**config.mk**
```make
export PLATFORM = sky130hd
export DESIGN_NAME = sorted_array_insert_core
export DESIGN_NICKNAME = d
export VERILOG_FILES = /design/src/design/sai_pkg.sv /design/src/design/sai_ram.sv /design/src/design/sai_cfg.sv /design/src/design/sorted_array_insert_core.sv
export SDC_FILE = /design/constraint.sdc
export NUM_CORES = 2
export LEC_CHECK = 0
export ABC_CLOCK_PERIOD_IN_PS = 9900
export BUFFER_PORTS_ARGS = -buffer_cell sky130_fd_sc_hd__buf_2
export CAP_MARGIN = 30
export CORE_ASPECT_RATIO = 0.9
export CORE_UTILIZATION = 55
export DETAILED_ROUTE_END_ITERATION = 8
export PLACE_DENSITY = 0.73
export SETUP_SLACK_MARGIN = 0.4
export SLEW_MARGIN = 25
export SYNTH_ARGS = -nofsm -noshare
export SYNTH_HDL_FRONTEND = slang
export SYNTH_SLANG_ARGS = --single-unit
```
**constraint.sdc**
```tcl
create_clock -name clk -period 9.9 [get_ports clk]
set_input_delay 1.98 -clock clk [delete_from_list [all_inputs] [get_ports clk]]
set_output_delay 1.98 -clock clk [all_outputs]
set_load 0.05 [all_outputs]
```
**src/design/sai_pkg.sv**
```systemverilog
// Shared constants for the sorted array insert block.
`default_nettype none

package sai_pkg;

    // Field widths
    localparam int DATA_W = 32;
    localparam int CNT_W  = 8;

    // Configuration port
    localparam int APB_ADDR_W = 3;
    localparam int APB_DATA_W = 32;
    localparam logic [0:0] REG_CAPACITY = 1'b0;   // register index (paddr[2])
    localparam logic [CNT_W-1:0] CAPACITY_RESET = 8'd100;

    // Default table depth
    localparam int DEPTH_DEFAULT = 128;

    // Action codes
    localparam logic ACT_INSERT = 1'b0;
    localparam logic ACT_CLEAR  = 1'b1;

endpackage

`default_nettype wire

```
**src/design/sai_ram.sv**
```systemverilog
// Generic single write, single read RAM with registered read data.
`default_nettype none

module sai_ram #(
    parameter int WIDTH = 32,
    parameter int DEPTH = 128
) (
    input  wire logic                     clk,
    input  wire logic                     we,
    input  wire logic [$clog2(DEPTH)-1:0] waddr,
    input  wire logic [WIDTH-1:0]         wdata,
    input  wire logic [$clog2(DEPTH)-1:0] raddr,
    output logic      [WIDTH-1:0]         rdata
);

    logic [WIDTH-1:0] mem [DEPTH];

    // Write port
    always_ff @(posedge clk)
    begin
        if (we)
        begin
            mem[waddr] <= wdata;
        end
    end

    // Registered read port
    always_ff @(posedge clk)
    begin
        rdata <= mem[raddr];
    end

endmodule

`default_nettype wire

```
**src/design/sai_cfg.sv**
```systemverilog
// APB register file holding the capacity register.
`default_nettype none

module sai_cfg (
    input  wire logic                             clk,
    input  wire logic                             rst_n,
    input  wire logic                             psel,
    input  wire logic                             penable,
    input  wire logic                             pwrite,
    input  wire logic [sai_pkg::APB_ADDR_W-1:0]   paddr,
    input  wire logic [sai_pkg::APB_DATA_W-1:0]   pwdata,
    output logic      [sai_pkg::APB_DATA_W-1:0]   prdata,
    output logic                                  pready,
    output logic      [sai_pkg::CNT_W-1:0]        capacity
);

    import sai_pkg::*;

    logic [CNT_W-1:0] capacity_reg;
    logic             wr_en;
    logic             sel_cap;

    // Register decode on the word address
    assign sel_cap = (paddr[2] == REG_CAPACITY);
    assign wr_en   = psel && penable && pwrite && pready;
    assign pready  = 1'b1;

    always_ff @(posedge clk or negedge rst_n)
    begin
        if (!rst_n)
        begin
            capacity_reg <= CAPACITY_RESET;
        end
        else if (wr_en && sel_cap)
        begin
            capacity_reg <= pwdata[CNT_W-1:0];
        end
    end

    // Read back
    always_comb
    begin
        prdata = '0;
        if (sel_cap)
        begin
            prdata = APB_DATA_W'(capacity_reg);
        end
    end

    assign capacity = capacity_reg;

endmodule

`default_nettype wire

```
**src/design/sorted_array_insert_core.sv**
```systemverilog
// Sorted table of signed Q16.16 values with binary search insertion.
// An insert runs a binary search, each probe passing through ST_PROBE and ST_CMP, then
// moves the entries at and above the position up one entry per cycle, then writes the
// value and presents the result through ST_FIN; a clear or a refused insert goes
// straight to ST_FIN. The search probes and the shift share the single read port of the
// table RAM. One item is worked on at a time; in_stall is high from the cycle after an
// item is taken until it finishes, while an unread result may still wait in the output
// register. Capacity values above DEPTH act as the smaller of DEPTH and 255.
`default_nettype none

module sorted_array_insert_core #(
    parameter int DEPTH = sai_pkg::DEPTH_DEFAULT
) (
    input  wire logic                            clk,
    input  wire logic                            rst_n,
    // configuration
    input  wire logic                            psel,
    input  wire logic                            penable,
    input  wire logic                            pwrite,
    input  wire logic [sai_pkg::APB_ADDR_W-1:0]  paddr,
    input  wire logic [sai_pkg::APB_DATA_W-1:0]  pwdata,
    output logic      [sai_pkg::APB_DATA_W-1:0]  prdata,
    output logic                                 pready,
    // input channel
    input  wire logic                            in_valid,
    output logic                                 in_stall,
    input  wire logic                            action,
    input  wire logic signed [sai_pkg::DATA_W-1:0] value,
    // output channel
    output logic                                 out_valid,
    input  wire logic                            out_stall,
    output logic                                 accepted,
    output logic      [sai_pkg::CNT_W-1:0]       position,
    output logic      [sai_pkg::CNT_W-1:0]       count,
    output logic                                 empty_res
);

    import sai_pkg::*;

    localparam int AW        = $clog2(DEPTH);
    localparam int DEPTH_CAP = (DEPTH > 255) ? 255 : DEPTH;

    // Unit step for the signed search bounds
    localparam logic signed [CNT_W:0] BOUND_STEP = (CNT_W+1)'(1);

    localparam logic [2:0] ST_IDLE  = 3'd0;
    localparam logic [2:0] ST_PROBE = 3'd1;
    localparam logic [2:0] ST_CMP   = 3'd2;
    localparam logic [2:0] ST_SHIFT = 3'd3;
    localparam logic [2:0] ST_FIN   = 3'd4;

    logic [CNT_W-1:0] capacity;
    logic [CNT_W-1:0] cap_eff;

    logic [2:0]              state_reg, state_next;
    logic signed [DATA_W-1:0] val_reg, val_next;
    logic signed [CNT_W:0]   lo_reg, lo_next;
    logic signed [CNT_W:0]   hi_reg, hi_next;
    logic [CNT_W-1:0]        mid_reg, mid_next;
    logic [CNT_W-1:0]        idx_reg, idx_next;
    logic [CNT_W-1:0]        i_reg, i_next;
    logic [CNT_W-1:0]        wptr_reg, wptr_next;
    logic                    pend_reg, pend_next;
    logic [CNT_W-1:0]        count_reg, count_next;
    logic                    res_acc_reg, res_acc_next;
    logic [CNT_W-1:0]        res_pos_reg, res_pos_next;

    logic                    out_valid_reg, out_valid_next;
    logic                    out_acc_reg, out_acc_next;
    logic [CNT_W-1:0]        out_pos_reg, out_pos_next;
    logic [CNT_W-1:0]        out_cnt_reg, out_cnt_next;

    logic                    in_take;
    logic [CNT_W+1:0]        mid_sum;
    logic [CNT_W-1:0]        mid_w;

    logic                    mem_we;
    logic [AW-1:0]           mem_waddr;
    logic [DATA_W-1:0]       mem_wdata;
    logic [AW-1:0]           mem_raddr;
    logic [DATA_W-1:0]       mem_rdata;
    logic signed [DATA_W-1:0] probe;

    sai_cfg u_cfg (
        .clk      (clk),
        .rst_n    (rst_n),
        .psel     (psel),
        .penable  (penable),
        .pwrite   (pwrite),
        .paddr    (paddr),
        .pwdata   (pwdata),
        .prdata   (prdata),
        .pready   (pready),
        .capacity (capacity)
    );

    sai_ram #(
        .WIDTH (DATA_W),
        .DEPTH (DEPTH)
    ) u_ram (
        .clk   (clk),
        .we    (mem_we),
        .waddr (mem_waddr),
        .wdata (mem_wdata),
        .raddr (mem_raddr),
        .rdata (mem_rdata)
    );

    // Capacity saturates at the table depth, capped at 255
    assign cap_eff = (capacity > CNT_W'(DEPTH_CAP)) ? CNT_W'(DEPTH_CAP) : capacity;

    assign in_stall = (state_reg != ST_IDLE);
    assign in_take  = in_valid && !in_stall;

    // Midpoint of the search window (both bounds non-negative while probing)
    assign mid_sum = {lo_reg[CNT_W], lo_reg} + {hi_reg[CNT_W], hi_reg};
    assign mid_w   = mid_sum[CNT_W:1];
    assign probe   = mem_rdata;

    // RAM port steering: search probes and shift reads share the read port
    always_comb
    begin
        mem_raddr = AW'(mid_w);
        if (state_reg == ST_SHIFT)
        begin
            mem_raddr = AW'(i_reg - 1'b1);
        end
        mem_we    = 1'b0;
        mem_waddr = AW'(wptr_reg);
        mem_wdata = mem_rdata;
        if (state_reg == ST_SHIFT)
        begin
            if (pend_reg)
            begin
                mem_we = 1'b1;
            end
            else if (i_reg == idx_reg)
            begin
                mem_we    = 1'b1;
                mem_waddr = AW'(idx_reg);
                mem_wdata = val_reg;
            end
        end
    end

    // Sequencer
    always_comb
    begin
        state_next   = state_reg;
        val_next     = val_reg;
        lo_next      = lo_reg;
        hi_next      = hi_reg;
        mid_next     = mid_reg;
        idx_next     = idx_reg;
        i_next       = i_reg;
        wptr_next    = wptr_reg;
        pend_next    = pend_reg;
        count_next   = count_reg;
        res_acc_next = res_acc_reg;
        res_pos_next = res_pos_reg;

        unique case (state_reg)
            ST_IDLE:
            begin
                if (in_take)
                begin
                    val_next     = value;
                    res_pos_next = '0;
                    if (action == ACT_CLEAR)
                    begin
                        count_next   = '0;
                        res_acc_next = 1'b1;
                        state_next   = ST_FIN;
                    end
                    else if (count_reg < cap_eff)
                    begin
                        lo_next    = '0;
                        hi_next    = $signed({1'b0, count_reg}) - BOUND_STEP;
                        idx_next   = '0;
                        state_next = ST_PROBE;
                    end
                    else
                    begin
                        res_acc_next = 1'b0;
                        state_next   = ST_FIN;
                    end
                end
            end
            ST_PROBE:
            begin
                if (lo_reg <= hi_reg)
                begin
                    mid_next   = mid_w;
                    state_next = ST_CMP;
                end
                else
                begin
                    i_next     = count_reg;
                    pend_next  = 1'b0;
                    state_next = ST_SHIFT;
                end
            end
            ST_CMP:
            begin
                if (probe == val_reg)
                begin
                    idx_next   = mid_reg;
                    i_next     = count_reg;
                    pend_next  = 1'b0;
                    state_next = ST_SHIFT;
                end
                else
                begin
                    if (val_reg > probe)
                    begin
                        lo_next  = $signed({1'b0, mid_reg}) + BOUND_STEP;
                        idx_next = mid_reg + 1'b1;
                    end
                    else
                    begin
                        hi_next = $signed({1'b0, mid_reg}) - BOUND_STEP;
                    end
                    state_next = ST_PROBE;
                end
            end
            ST_SHIFT:
            begin
                // Move one entry up per cycle: read i-1 now, write it to i next cycle
                if (i_reg > idx_reg)
                begin
                    pend_next = 1'b1;
                    wptr_next = i_reg;
                    i_next    = i_reg - 1'b1;
                end
                else
                begin
                    pend_next = 1'b0;
                    if (!pend_reg)
                    begin
                        count_next   = count_reg + 1'b1;
                        res_acc_next = 1'b1;
                        res_pos_next = idx_reg;
                        state_next   = ST_FIN;
                    end
                end
            end
            ST_FIN:
            begin
                if (!out_valid_reg || !out_stall)
                begin
                    state_next = ST_IDLE;
                end
            end
            default:
            begin
                state_next = ST_IDLE;
            end
        endcase
    end

    // Output register
    always_comb
    begin
        out_valid_next = out_valid_reg;
        out_acc_next   = out_acc_reg;
        out_pos_next   = out_pos_reg;
        out_cnt_next   = out_cnt_reg;
        if (out_valid_reg && !out_stall)
        begin
            out_valid_next = 1'b0;
        end
        if ((state_reg == ST_FIN) && (!out_valid_reg || !out_stall))
        begin
            out_valid_next = 1'b1;
            out_acc_next   = res_acc_reg;
            out_pos_next   = res_pos_reg;
            out_cnt_next   = count_reg;
        end
    end

    always_ff @(posedge clk or negedge rst_n)
    begin
        if (!rst_n)
        begin
            state_reg     <= ST_IDLE;
            count_reg     <= '0;
            pend_reg      <= 1'b0;
            out_valid_reg <= 1'b0;
        end
        else
        begin
            state_reg     <= state_next;
            count_reg     <= count_next;
            pend_reg      <= pend_next;
            out_valid_reg <= out_valid_next;
        end
    end

    always_ff @(posedge clk)
    begin
        val_reg     <= val_next;
        lo_reg      <= lo_next;
        hi_reg      <= hi_next;
        mid_reg     <= mid_next;
        idx_reg     <= idx_next;
        i_reg       <= i_next;
        wptr_reg    <= wptr_next;
        res_acc_reg <= res_acc_next;
        res_pos_reg <= res_pos_next;
        out_acc_reg <= out_acc_next;
        out_pos_reg <= out_pos_next;
        out_cnt_reg <= out_cnt_next;
    end

    assign out_valid = out_valid_reg;
    assign accepted  = out_acc_reg;
    assign position  = out_pos_reg;
    assign count     = out_cnt_reg;
    assign empty_res = (out_cnt_reg == '0);

    // Checks
    a_count_bound: assert property (@(posedge clk) disable iff (!rst_n)
        count_reg <= CNT_W'(DEPTH_CAP))
        else $error("fill count above table depth");

    a_count_step: assert property (@(posedge clk) disable iff (!rst_n)
        (count_reg != $past(count_reg)) |->
            ((count_reg == '0) || (count_reg == $past(count_reg) + 1'b1)))
        else $error("fill count moved by more than one");

    a_shift_window: assert property (@(posedge clk) disable iff (!rst_n)
        (state_reg == ST_SHIFT) |-> (idx_reg <= i_reg))
        else $error("shift pointer passed insert position");

    a_refused_pos: assert property (@(posedge clk) disable iff (!rst_n)
        (out_valid_reg && !out_acc_reg) |-> (out_pos_reg == '0))
        else $error("refused insert reports nonzero position");

    a_no_write_idle: assert property (@(posedge clk) disable iff (!rst_n)
        mem_we |-> (state_reg == ST_SHIFT))
        else $error("table written outside shift phase");

endmodule

`default_nettype wire
```
==> summary.md <==
| Metric | Value |
|---|---|
| DIE HEIGHT | `524 um` |
| Final Max Slew Viols | `0` |
| Clock tree root driver cell | `clkbuf_16` |
| Via count | `91000` |
| Starting DRT DRC Count | `13500` |
| Initial antenna violation count | `18` |
| CTS Buf Count | `411` |
| Max cap viols | `0` |
| Slew headroom | `0.249` |
| Arr. time, crit path | `7.09 ns` |
| CTS resizes | `0` |
| Sequential cell area fraction in the yosys report | `0.766` |
| Setup crit end kind | `flip-flop` |
| DR WL/cell | `31.4 um` |
| First-pass GRT wire length | `618000 um` |
| Fmax | `160 MHz` |
| Clock Sinks | `4256` |
| Max reg flops | `4096` |
| GP Congestion | `0.869` |
| All-Layer GR Usage | `0.281` |
| Fin Setup TNS | `0 ns` |
| Area delta synth->final | `12.1%` |
| Syn. warnings | `0` |
| Clock Latency Late Sink | `1.00 ns` |
| CP Class | `flip-flop to flip-flop` |
| Cell Area, Synth | `166000 um^2` |
| Drc violations | `0` |
| Ys async rst share | `0.00493` |
| CTS tree | `yes` |
| Starting Density | `0.553` |
| CTS clk-pin slew, worst paths | `0.06 ns` |
| Crit Path Max Fanout | `60` |
| Setup violators final | `0` |
| Via density | `6.61` |
| Largest net degree at the start of global routing | `179` |
| DP Wirelength | `229000 um` |
| Hold crit path type | `flip-flop to flip-flop` |
| Final Cell Area | `186000 um^2` |
| Primary FF master, synth | `edfxtp_1` |
| Seq cells post-synth | `4256` |
| Placed inst area | `173000 um^2` |
| Final Critical Period | `6.24 ns` |
| Chip Width | `582 um` |
| # nets final | `9616` |
| # IOs | `128` |
| Setup bufs post-CTS | `0` |
| Avg Inst Size Synth | `18.0 um^2` |
| CP Data Required Time | `10.75 ns` |
| Final std cells w/o fill | `13800` |
| Site Rows | `191` |
| Total grt overflow | `0` |
| Fill cells | `20000` |
| Cells after Synth | `9253` |
| Tcrit/Tclk final | `0.630` |
| Clock skew | `0.0891 ns` |
| RSZ-0062 raised after global routing | `false` |
| Core outline area | `301000 um^2` |
| Setup ws final | `3.66 ns` |
| Status | `completed` |
| Commonest non-fill, non-tap cell in the layout | `edfxtp_1` |
| Hold buffers post-CTS | `0` |
| DRT Wirelength | `433000 um` |
| IO Port Bufs | `76` |
| Placement Setup Slack | `4.04 ns` |
| Antenna Nets Post-Route | `0` |
| DRT Pass-1 Iters | `8` |
| Placed Cells | `13000` |
| Share of cells above drive strength 1 | `0.195` |
| Number of synthesized flops with an enable pin | `4203` |
| Die area | `305000 um^2` |
| CP startpoint kind | `flip-flop` |
| Distinct cell type count after synthesis | `72` |
| Htree depth | `5` |
| Vias in the first global route | `90000` |
| Clock Tree Buf Depth | `4` |
| Commonest non-fill, non-tap cells in the layout | `4203 x edfxtp_1, 1477 x nand2_1, 689 x mux4_2` |
| Final hold vios | `0` |
| Slew @ Worst Pin | `1.12 ns` |
==> stage by stage <==
stage                     utilization  hold WS (ns)
after global placement          0.573         0.415
after floorplan                     -         0.400
final                           0.619         0.428
after CTS                       0.619         0.432
after detailed placement        0.575         0.423
after global routing            0.619         0.440
==> layer usage <==
layer	routed length, um	global-route usage
met1	159000	0.382
met2	201000	0.440
met3	50200	0.0598
met4	22800	0.134
met5	27	0
==> worst max-delay path, cell delays in order, from the launching register on <==
cell	delay [ns]
dfrtp_1	0.54
nand3b_1	0.58
buf_4	0.45
a211oi_2	0.54
a211o_4	0.53
buf_4	0.53
buf_4	0.71
a311oi_1	0.21
o32ai_1	0.71
nor2_1	0.32
a21oi_1	0.77
o21ai_1	0.11
==> synthesized netlist by cell type, drive strengths merged (23+ instances only) <==
cell type | count | area (um^2)
nor2 | 355 | 1340
mux4 | 689 | 15500
o32ai | 93 | 815
nand3 | 166 | 836
nand2 | 1480 | 5560
nor4 | 34 | 225
a31oi | 23 | 165
a311oi | 285 | 2500
inv | 62 | 233
edfxtp | 4203 | 126000
dfxtp | 32 | 641
clkbuf | 256 | 961
a21oi | 98 | 490
ha | 68 | 851
o31ai | 37 | 278
o221ai | 31 | 272
o21ai | 119 | 607
nor3 | 82 | 410
and3 | 262 | 1640
buf | 349 | 2150
nand4 | 45 | 282
o22ai | 124 | 776
mux2i | 148 | 1490
==> layout make-up <==
class | instances | area (um^2) | share of cell area
sequential | 4256 | 127000 | 0.683
multi-input combinational | 4352 | 37200 | 0.199
clock buffer | 506 | 10800 | 0.0580
tap | 3956 | 4950 | 0.0266
timing repair buffer | 388 | 3290 | 0.0177
clock inverter | 242 | 2510 | 0.0135
inverter | 63 | 236 | 0.00127
antenna | 4 | 10.0 | 0.0000537
==> logic make-up after synthesis <==
logic type,Yosys count,synth area share
buffers and inverters,668,0.0201
AO/OA/AOI/OAI,865,0.0382
XOR/XNOR,32,0.00169
adder cells (fa/ha/maj),69,0.00524
other,2,0.0000452
AND/OR/NAND/NOR,2510,0.0653
multiplexers,851,0.103
flip-flops,4256,0.766
==> path summary, 6_finish.rpt <==
kind	cells past startpoint	to	start	slack, ns
worst max-delay path	11	u_ram.rdata[18]$_DFF_P_	state_reg[1]$_DFFE_PN0P_	3.66
worst min-delay path	0	position[7]$_DFFE_PP_	res_pos_reg[7]$_SDFFCE_PN0P_	0.43
worst max register to register	11	u_ram.rdata[18]$_DFF_P_	state_reg[1]$_DFFE_PN0P_	3.66
worst min register to register	0	position[7]$_DFFE_PP_	res_pos_reg[7]$_SDFFCE_PN0P_	0.43
max in group asynchronous	1	u_cfg.capacity[2]$_DFFE_PN1P_	rst_n	8.58
min in group asynchronous	1	count_reg[0]$_DFFE_PN0P_	rst_n	0.96
Power is not shown: default switching activity piles up to over one toggle a cycle in this logic, so the estimate is an artifact.
